<file path="src/hdl/assert_macros.svh">
// ---------------------------------------------------------------------------
// Assertion macros
// Clocked property checks shared by the RTL; they compile to nothing for
// synthesis.
// ---------------------------------------------------------------------------
`ifndef ASSERT_MACROS_SVH
`define ASSERT_MACROS_SVH

`ifndef SYNTHESIS
// Check a property on every rising edge while out of reset
`define ASSERT_CLK(lbl, clk, rst_n, prop, msg) \
    lbl: assert property (@(posedge clk) disable iff (!(rst_n)) (prop)) else $error(msg);
// Check that a condition never holds while out of reset
`define ASSERT_NEVER(lbl, clk, rst_n, cond, msg) \
    `ASSERT_CLK(lbl, clk, rst_n, !(cond), msg)
`else
`define ASSERT_CLK(lbl, clk, rst_n, prop, msg)
`define ASSERT_NEVER(lbl, clk, rst_n, cond, msg)
`endif

`endif

</file>
<file path="src/hdl/epirc_pkg.sv">
// ---------------------------------------------------------------------------
// epirc_pkg
// Types, register indexes, mode codes and reset values shared by the engine
// power, idle and rev controller.
// ---------------------------------------------------------------------------
package epirc_pkg;

    localparam int RPM_W      = 14;
    localparam int FRAC_W     = 12;
    localparam int OIL_W      = 9;
    localparam int MODE_W     = 2;
    localparam int CFG_IDX_W  = 4;
    localparam int CFG_DATA_W = 16;
    localparam int IN_DATA_W  = 88;
    localparam int OUT_DATA_W = 56;

    // Power mode codes
    localparam logic [MODE_W-1:0] MODE_OFF     = 2'd0;
    localparam logic [MODE_W-1:0] MODE_ACC     = 2'd1;
    localparam logic [MODE_W-1:0] MODE_FIRING  = 2'd2;
    localparam logic [MODE_W-1:0] MODE_RUNNING = 2'd3;

    // Configuration register indexes
    localparam logic [CFG_IDX_W-1:0] REG_COLD_IDLE  = 4'd0;
    localparam logic [CFG_IDX_W-1:0] REG_WARM_IDLE  = 4'd1;
    localparam logic [CFG_IDX_W-1:0] REG_SMALL_GAP  = 4'd2;
    localparam logic [CFG_IDX_W-1:0] REG_LARGE_GAP  = 4'd3;
    localparam logic [CFG_IDX_W-1:0] REG_SMALL_CORR = 4'd4;
    localparam logic [CFG_IDX_W-1:0] REG_LARGE_CORR = 4'd5;
    localparam logic [CFG_IDX_W-1:0] REG_REV_LIMIT  = 4'd6;
    localparam logic [CFG_IDX_W-1:0] REG_STALL      = 4'd7;

    // Register reset values
    localparam logic [RPM_W-1:0]  COLD_IDLE_RST  = 14'd1200;
    localparam logic [RPM_W-1:0]  WARM_IDLE_RST  = 14'd800;
    localparam logic [RPM_W-1:0]  SMALL_GAP_RST  = 14'd10;
    localparam logic [RPM_W-1:0]  LARGE_GAP_RST  = 14'd100;
    localparam logic [FRAC_W-1:0] SMALL_CORR_RST = 12'd410;
    localparam logic [FRAC_W-1:0] LARGE_CORR_RST = 12'd819;
    localparam logic [RPM_W-1:0]  REV_LIMIT_RST  = 14'd5500;
    localparam logic [RPM_W-1:0]  STALL_RST      = 14'd550;

    // Oil temperature at which the warm idle target applies
    localparam logic signed [OIL_W-1:0] OIL_WARM_C = 9'sd90;

    typedef struct packed {
        logic [RPM_W-1:0]  cold_idle_rpm;
        logic [RPM_W-1:0]  warm_idle_rpm;
        logic [RPM_W-1:0]  small_gap_rpm;
        logic [RPM_W-1:0]  large_gap_rpm;
        logic [FRAC_W-1:0] small_correction;
        logic [FRAC_W-1:0] large_correction;
        logic [RPM_W-1:0]  rev_limit_rpm;
        logic [RPM_W-1:0]  stall_rpm;
    } cfg_t;

    // Input transaction, last member in the lowest bits
    typedef struct packed {
        logic                    pad;
        logic signed [OIL_W-1:0] oil_temp;
        logic [RPM_W-1:0]        flywheel_speed;
        logic [RPM_W-1:0]        crank_speed;
        logic [FRAC_W-1:0]       brake_pedal;
        logic [FRAC_W-1:0]       accel_pedal;
        logic [FRAC_W-1:0]       clutch_pedal;
        logic [FRAC_W-1:0]       hand_brake;
        logic                    lights_request;
        logic                    key_turned;
    } in_item_t;

    // Result transaction, last member in the lowest bits
    typedef struct packed {
        logic [3:0]        pad;
        logic [MODE_W-1:0] mode_out;
        logic              starter_on;
        logic [FRAC_W-1:0] brake_out;
        logic [FRAC_W-1:0] throttle_out;
        logic [FRAC_W-1:0] clutch_out;
        logic [FRAC_W-1:0] hand_brake_out;
        logic              lights_out;
    } out_item_t;

endpackage

</file>
<file path="src/hdl/epirc_cfg_regs.sv">
// ---------------------------------------------------------------------------
// epirc_cfg_regs
// Configuration register file; out-of-range indexes are ignored and wide
// data is truncated to each register's width.
// ---------------------------------------------------------------------------
module epirc_cfg_regs
    import epirc_pkg::*;
(
    input  logic                  aclk,
    input  logic                  aresetn,
    input  logic                  wr_en,
    input  logic [CFG_IDX_W-1:0]  wr_index,
    input  logic [CFG_DATA_W-1:0] wr_data,
    output cfg_t                  cfg
);

    cfg_t cfg_reg;
    cfg_t cfg_next;

    // Decode the write transaction
    always_comb begin
        cfg_next = cfg_reg;
        if (wr_en) begin
            unique case (wr_index)
                REG_COLD_IDLE:  cfg_next.cold_idle_rpm    = wr_data[RPM_W-1:0];
                REG_WARM_IDLE:  cfg_next.warm_idle_rpm    = wr_data[RPM_W-1:0];
                REG_SMALL_GAP:  cfg_next.small_gap_rpm    = wr_data[RPM_W-1:0];
                REG_LARGE_GAP:  cfg_next.large_gap_rpm    = wr_data[RPM_W-1:0];
                REG_SMALL_CORR: cfg_next.small_correction = wr_data[FRAC_W-1:0];
                REG_LARGE_CORR: cfg_next.large_correction = wr_data[FRAC_W-1:0];
                REG_REV_LIMIT:  cfg_next.rev_limit_rpm    = wr_data[RPM_W-1:0];
                REG_STALL:      cfg_next.stall_rpm        = wr_data[RPM_W-1:0];
                default:        cfg_next = cfg_reg;
            endcase
        end
    end

    // Hold the registers, load reset values
    always_ff @(posedge aclk) begin
        if (!aresetn) begin
            cfg_reg.cold_idle_rpm    <= COLD_IDLE_RST;
            cfg_reg.warm_idle_rpm    <= WARM_IDLE_RST;
            cfg_reg.small_gap_rpm    <= SMALL_GAP_RST;
            cfg_reg.large_gap_rpm    <= LARGE_GAP_RST;
            cfg_reg.small_correction <= SMALL_CORR_RST;
            cfg_reg.large_correction <= LARGE_CORR_RST;
            cfg_reg.rev_limit_rpm    <= REV_LIMIT_RST;
            cfg_reg.stall_rpm        <= STALL_RST;
        end else begin
            cfg_reg <= cfg_next;
        end
    end

    assign cfg = cfg_reg;

endmodule

</file>
<file path="src/hdl/epirc_core.sv">
// ---------------------------------------------------------------------------
// epirc_core
// Mode transition and output logic for one control tick: starter and
// lights, idle correction and rev cut.
// ---------------------------------------------------------------------------
module epirc_core
    import epirc_pkg::*;
(
    input  logic [MODE_W-1:0] mode,
    input  in_item_t          item,
    input  cfg_t              cfg,
    output logic [MODE_W-1:0] mode_next,
    output out_item_t         result
);

    logic              turning;
    logic              cold;
    logic              engine_on;
    logic [RPM_W-1:0]  target;
    logic [RPM_W-1:0]  gap;
    logic [FRAC_W-1:0] throttle;

    assign turning = (item.crank_speed >= cfg.stall_rpm);

    // Advance the power mode
    always_comb begin
        mode_next = mode;
        unique case (mode)
            MODE_OFF, MODE_ACC: begin
                if (item.key_turned && !turning) mode_next = MODE_FIRING;
            end
            MODE_FIRING: begin
                if (turning) mode_next = MODE_RUNNING;
            end
            MODE_RUNNING: begin
                if (!turning) mode_next = MODE_ACC;
            end
            default: mode_next = mode;
        endcase
    end

    assign engine_on = (mode_next == MODE_FIRING) || (mode_next == MODE_RUNNING);

    // Pick idle target and work out the shortfall
    assign cold   = (item.oil_temp < OIL_WARM_C);
    assign target = cold ? cfg.cold_idle_rpm : cfg.warm_idle_rpm;
    assign gap    = (item.flywheel_speed < target) ? (target - item.flywheel_speed)
                                                   : '0;

    // While the engine is on, raise throttle to the idle correction, then cut at the rev limit
    always_comb begin
        throttle = item.accel_pedal;
        if (engine_on) begin
            if (gap > cfg.large_gap_rpm) begin
                if (cfg.large_correction > throttle) throttle = cfg.large_correction;
            end else if (gap > cfg.small_gap_rpm) begin
                if (cfg.small_correction > throttle) throttle = cfg.small_correction;
            end
            if (item.flywheel_speed >= cfg.rev_limit_rpm) throttle = '0;
        end
    end

    // Assemble the result
    always_comb begin
        result                = '0;
        result.lights_out     = item.lights_request && (mode_next != MODE_FIRING);
        result.hand_brake_out = item.hand_brake;
        result.clutch_out     = item.clutch_pedal;
        result.throttle_out   = throttle;
        result.brake_out      = item.brake_pedal;
        result.starter_on     = (mode_next == MODE_FIRING);
        result.mode_out       = mode_next;
    end

endmodule

</file>
<file path="src/hdl/engine_power_idle_rev_controller_unit.sv">
// ---------------------------------------------------------------------------
// engine_power_idle_rev_controller_unit: engine power mode, idle and rev cut
// Pipeline: input reg, then output reg; the power mode updates with the output reg.
// Throughput: one transaction per cycle unless the result side stalls.
// Reset: aresetn low clears both stages and sets the mode to off.
// ---------------------------------------------------------------------------
`include "assert_macros.svh"

module engine_power_idle_rev_controller_unit
    import epirc_pkg::*;
(
    input  logic                  aclk,
    input  logic                  aresetn,
    // Input stream
    input  logic                  s_tvalid,
    output logic                  s_tready,
    // tdata: key_turned, lights_request, hand_brake, clutch_pedal, accel_pedal,
    //        brake_pedal, crank_speed, flywheel_speed, oil_temp, zero pad
    input  logic [IN_DATA_W-1:0]  s_tdata,
    // Result stream
    output logic                  m_tvalid,
    input  logic                  m_tready,
    // tdata: lights_out, hand_brake_out, clutch_out, throttle_out, brake_out,
    //        starter_on, mode_out, zero pad
    output logic [OUT_DATA_W-1:0] m_tdata,
    // Configuration writes
    input  logic                  cfg_valid,
    output logic                  cfg_ready,
    input  logic [CFG_IDX_W-1:0]  cfg_index,
    input  logic [CFG_DATA_W-1:0] cfg_data
);

    cfg_t              cfg;
    logic              s1_valid_reg;
    in_item_t          s1_item_reg;
    logic              m_valid_reg;
    out_item_t         m_item_reg;
    logic [MODE_W-1:0] mode_reg;
    logic [MODE_W-1:0] mode_next;
    out_item_t         result;
    logic              advance;

    assign cfg_ready = 1'b1;

    epirc_cfg_regs u_cfg_regs (
        .aclk     (aclk),
        .aresetn  (aresetn),
        .wr_en    (cfg_valid && cfg_ready),
        .wr_index (cfg_index),
        .wr_data  (cfg_data),
        .cfg      (cfg)
    );

    epirc_core u_core (
        .mode      (mode_reg),
        .item      (s1_item_reg),
        .cfg       (cfg),
        .mode_next (mode_next),
        .result    (result)
    );

    // Move the held transaction on when the output register is free
    assign advance  = s1_valid_reg && (!m_valid_reg || m_tready);
    assign s_tready = !s1_valid_reg || advance;

    // Control state
    always_ff @(posedge aclk) begin
        if (!aresetn) begin
            s1_valid_reg <= 1'b0;
            m_valid_reg  <= 1'b0;
            mode_reg     <= MODE_OFF;
        end else begin
            if (s_tready) s1_valid_reg <= s_tvalid;
            if (advance) begin
                m_valid_reg <= 1'b1;
                mode_reg    <= mode_next;
            end else if (m_tready) begin
                m_valid_reg <= 1'b0;
            end
        end
    end

    // Payload registers
    always_ff @(posedge aclk) begin
        if (s_tvalid && s_tready) s1_item_reg <= in_item_t'(s_tdata);
        if (advance) m_item_reg <= result;
    end

    assign m_tvalid = m_valid_reg;
    assign m_tdata  = m_item_reg;

    // Starter runs exactly in the firing mode
    `ASSERT_CLK(a_starter_mode, aclk, aresetn,
        m_valid_reg |-> (m_item_reg.starter_on == (m_item_reg.mode_out == MODE_FIRING)),
        "starter_on disagrees with the reported mode")
    // Lights are never on while the starter fires
    `ASSERT_NEVER(a_lights_off_firing, aclk, aresetn,
        m_valid_reg && m_item_reg.starter_on && m_item_reg.lights_out,
        "lights on while starter fires")
    // Mode only changes when a transaction moves to the output register
    `ASSERT_CLK(a_mode_hold, aclk, aresetn, !advance |=> $stable(mode_reg),
        "power mode changed without a transaction")
    // Reported mode matches the state register after each transaction
    `ASSERT_CLK(a_mode_report, aclk, aresetn, advance |=> (m_item_reg.mode_out == mode_reg),
        "reported mode differs from the mode register")

endmodule

</file>
<file path="config.mk">
export PLATFORM = sky130hd
export DESIGN_NAME = engine_power_idle_rev_controller_unit
export DESIGN_NICKNAME = d
export VERILOG_FILES = /design/src/hdl/epirc_pkg.sv /design/src/hdl/epirc_cfg_regs.sv /design/src/hdl/epirc_core.sv /design/src/hdl/engine_power_idle_rev_controller_unit.sv
export VERILOG_INCLUDE_DIRS = /design/src /design/src/hdl
export SDC_FILE = /design/constraint.sdc
export NUM_CORES = 1
export LEC_CHECK = 0
export ABC_AREA = 1
export BUFFER_PORTS_ARGS = -buffer_cell sky130_fd_sc_hd__buf_2
export CAP_MARGIN = 15
export CORE_UTILIZATION = 50
export DETAILED_ROUTE_END_ITERATION = 8
export HOLD_SLACK_MARGIN = 0.02
export PLACE_DENSITY = 0.77
export SLEW_MARGIN = 20
export SYNTH_ARGS = -nofsm -noshare
export SYNTH_HDL_FRONTEND = slang
export SYNTH_SLANG_ARGS = --single-unit
</file>
<file path="constraint.sdc">
create_clock -name aclk -period 7.2 [get_ports aclk]
set_clock_uncertainty 0.2 [all_clocks]
set_input_delay 0.36 -clock aclk [delete_from_list [all_inputs] [get_ports aclk]]
set_output_delay 0.36 -clock aclk [all_outputs]
set_load 0.02 [all_outputs]
</file>
==> metrics <==
most prevalent standard cell on the critical path nand2_1; via count roughly 9600; part of the power in registers a little over two fifths; Final Total Pwr about 3.7 mW; type of the worst min-delay path primary input to flop; number of standard cells in the final layout excluding fillers 1866; Layout Cell Area excl Fill 0.0149 mm^2; max FFs per register between 100 and 150; source of the worst hold timing path cfg_data[8]; fin worst setup slack approximately 1300 ps; Synth Register Bits 250; CTS Root Cell clkbuf_16; number of remaining DRC errors 0; remaining global-route overflow 0; fin nets 1728; element type at the critical path end flop; buffer depth of the longest clock path 3; internal power 2.68 mW; most used cells in the layout excluding fill and tap cells nand2_1, buf_2, inv_1; CP max-delay cell nand4_1; Post-synth EDFFs approximately 140; setup repair after global routing missed its margin no; fin crit share 82.3%; worst-margin pin slew 982 ps; met2 wirelength from detailed routing 14300 um; routed via count divided by cell count 5.12; slowest cell delay on critical path 610 ps; worst flop-to-flop path endpoint m_tdata[29]; total of warnings raised by yosys 0; Detail Placement HPWL 19000 um; layout-stage area growth over the synthesis result 25.3%; height of the die 156 um; placed insts 1715; Clk network pwr share between 30% and 40%; number of instances in the synthesized netlist 1273; Sw Share between 20% and 30%; total net switching power 1.02 mW; worst reg2reg path depth 31; Clock Sinks 250; upper clock frequency limit about 170 MHz; crit path time final ~5900 ps; category of the most critical setup path flop to flop; count of cells along the worst hold path 3; first-pass GRT wire length between 40000 and 50000 um; detailed-routed wire length on met3 roughly 1600 um; highest metal layer with signal wires met4; share of power burned in combinational logic 17.3%; cell area after synthesis 0.0119 mm^2; Die Span X 156 um; startpoint class of the critical path flop; Required @ worst endpoint between 7000 and 8000 ps; max_cap viols 0; setup slack after placement approximately 1400 ps; post-route ant nets 0; worst max-slew margin expressed relative to the limit 34.6%; count of buffers added by post-CTS timing repair for setup 0; number of cells upsized or downsized after cts 0; post-synthesis async set-or-reset flop share 0%; WHS Endpoint u_cfg_regs.cfg[36]; Die Footprint 0.0245 mm^2; Avg Synthesized Cell Area 9.37 um^2; data arrival time of the worst path 6020 ps; Top Ports between 150 and 200; H-tree depth reported by CTS 1; All-Layer GR Usage 24.0%; core area between 0.02 and 0.025 mm^2; diodes inserted 0; portion of the post-synthesis area used by sequential elements 53.5%; Routed wire per std cell 15.6 um; Lkg Pwr about 6.7 nW; Final setup viols 0; detailed-routing iteration count for the pre-antenna-repair pass 5; Hold Vio Cnt, Final 0; number of buffers inserted for hold repair after clock tree synthesis 101; standard cell area after detailed placement 0.0130 mm^2; Met1 Routed Length approximately 12000 um; initial core utilization 51.0%; insertion delay to the later sink of the worst-skew pair 550 ps; Max VDD drop 0.000199 V; largest fanout on the critical path 15; share of cells above drive strength 1 17.9%; TNS Setup 0 ps; clock transition at the registers of the reported paths 70 ps; largest net degree at the start of global routing 109; result of the run completed; clock tree from TritonCTS yes; final max-slew violation count 0; slack of the worst reg-to-reg path 1280 ps; clock buffers created by TritonCTS 27; PD cells 247 mW/mm^2; Main synth FF type edfxtp_1; number of antenna violations at the first check in global routing 0; number of port buffers 162; most common library cell in the layout ignoring fill and taps nand2_1; Total Wirelength 29200 um; via count of the first global-routing pass between 9000 and 10000; row count 56; gp weighted congestion 0.848; worst flop-to-flop path startpoint s1_item_reg[79]; number of design-rule violations left by the first detailed-router iteration 614; Netlist cell types 50
[kinds of logic after synthesis]
kind of cell / Yosys count / share of synthesized area, %
xor gates and xnor gates: 3 / 0.220
other: 2 / 0.0630
adders and majority gates: 89 / 9.40
muxes: 4 / 0.378
buffers and inverters: 207 / 6.92
AOI/OAI and AO/OA: 274 / 12.5
DFF: 250 / 53.5
and+or+nand+nor: 444 / 17.0
[power by group through the flow]
| stage | Clock, mW | Sequential [mW] | Combinational (mW) |
|---|---|---|---|
| after floorplan | 0 | 1.64 | 0.431 |
| after global placement | 0 | 1.63 | 0.565 |
| after detailed placement | 0 | 1.63 | 0.582 |
| after CTS | 1.46 | 1.60 | 0.629 |
| after global routing | 1.53 | 1.60 | 0.713 |
| final | 1.46 | 1.60 | 0.639 |
[synth_stat cells, types with 2 or more instances]
library cell,count,area share [%]
conb_1,2,0.063
nand4_1,11,0.58
o21bai_1,3,0.19
o21ai_1,3,0.13
mux2_2,4,0.38
nand2_2,19,1.0
dfxtp_1,112,19
clkbuf_1,36,1.1
o211ai_1,20,1.3
nand2_4,5,0.47
nand2_1,214,6.7
inv_2,6,0.19
nand3_2,5,0.42
nand3b_1,2,0.13
o21ai_0,125,5.2
a21o_1,2,0.13
inv_1,152,4.8
xnor2_1,2,0.15
nor4_1,2,0.10
nor2_1,107,3.4
nor3_1,2,0.084
nand3_1,64,2.7
o211a_1,3,0.25
nor2_4,6,0.57
edfxtp_1,138,35
ha_1,88,9.2
nand4_4,3,0.53
a21oi_1,104,4.4
o21a_1,2,0.13
buf_4,6,0.38
buf_2,3,0.13
a31oi_1,4,0.21
[worst max-delay path: cells and delay by family, from the launching register on]
| kind | cells | cell delay, ps |
|---|---|---|
| compound gates | 10 | 1580 |
| fa+ha+maj | 2 | 630 |
| buf+inv | 1 | 80 |
| flops | 1 | 370 |
| simple gates | 18 | 2820 |
[routing by layer]
layer  up-vias  track usage [%]
met5         -                0
met4         0             9.01
met3        78             3.96
met2       280             41.8
met1      4387             29.7
li1       4811                -
[final cells by class]
type / count / area [um^2]
clock buffers: 40 / 853
clock inverters: 10 / 106
fillers: 1857 / 8450
inverters: 158 / 596
multi-input cells: 819 / 4730
flip-flops and latches: 250 / 6390
well taps: 319 / 399
repair buffers: 270 / 1870
[how the worst max path moves through the flow]
stage | from | endpoint | slack, ps | depth (start not counted)
3_5_place_dp | s1_item_reg[79] | m_tdata[30] | 1440 | 31
2_1_floorplan | s1_item_reg[79] | m_tdata[26] | 2460 | 35
6_report | s1_item_reg[79] | m_tdata[29] | 1280 | 31
5_1_grt | s1_item_reg[79] | m_tdata[32] | 740 | 31
3_3_place_gp | s1_item_reg[79] | m_tdata[30] | 1530 | 31
4_1_cts | s1_item_reg[79] | m_tdata[30] | 1410 | 31
[per-stage QoR]
stage               utilization [%]  hold WS (ps)
floorplan                         -           200
CTS                            63.9          26.4
global placement               55.4           200
finish                         63.9          39.7
detailed placement             55.4           205
global route                   63.9          35.0
Power figures use the tool's default switching activity.
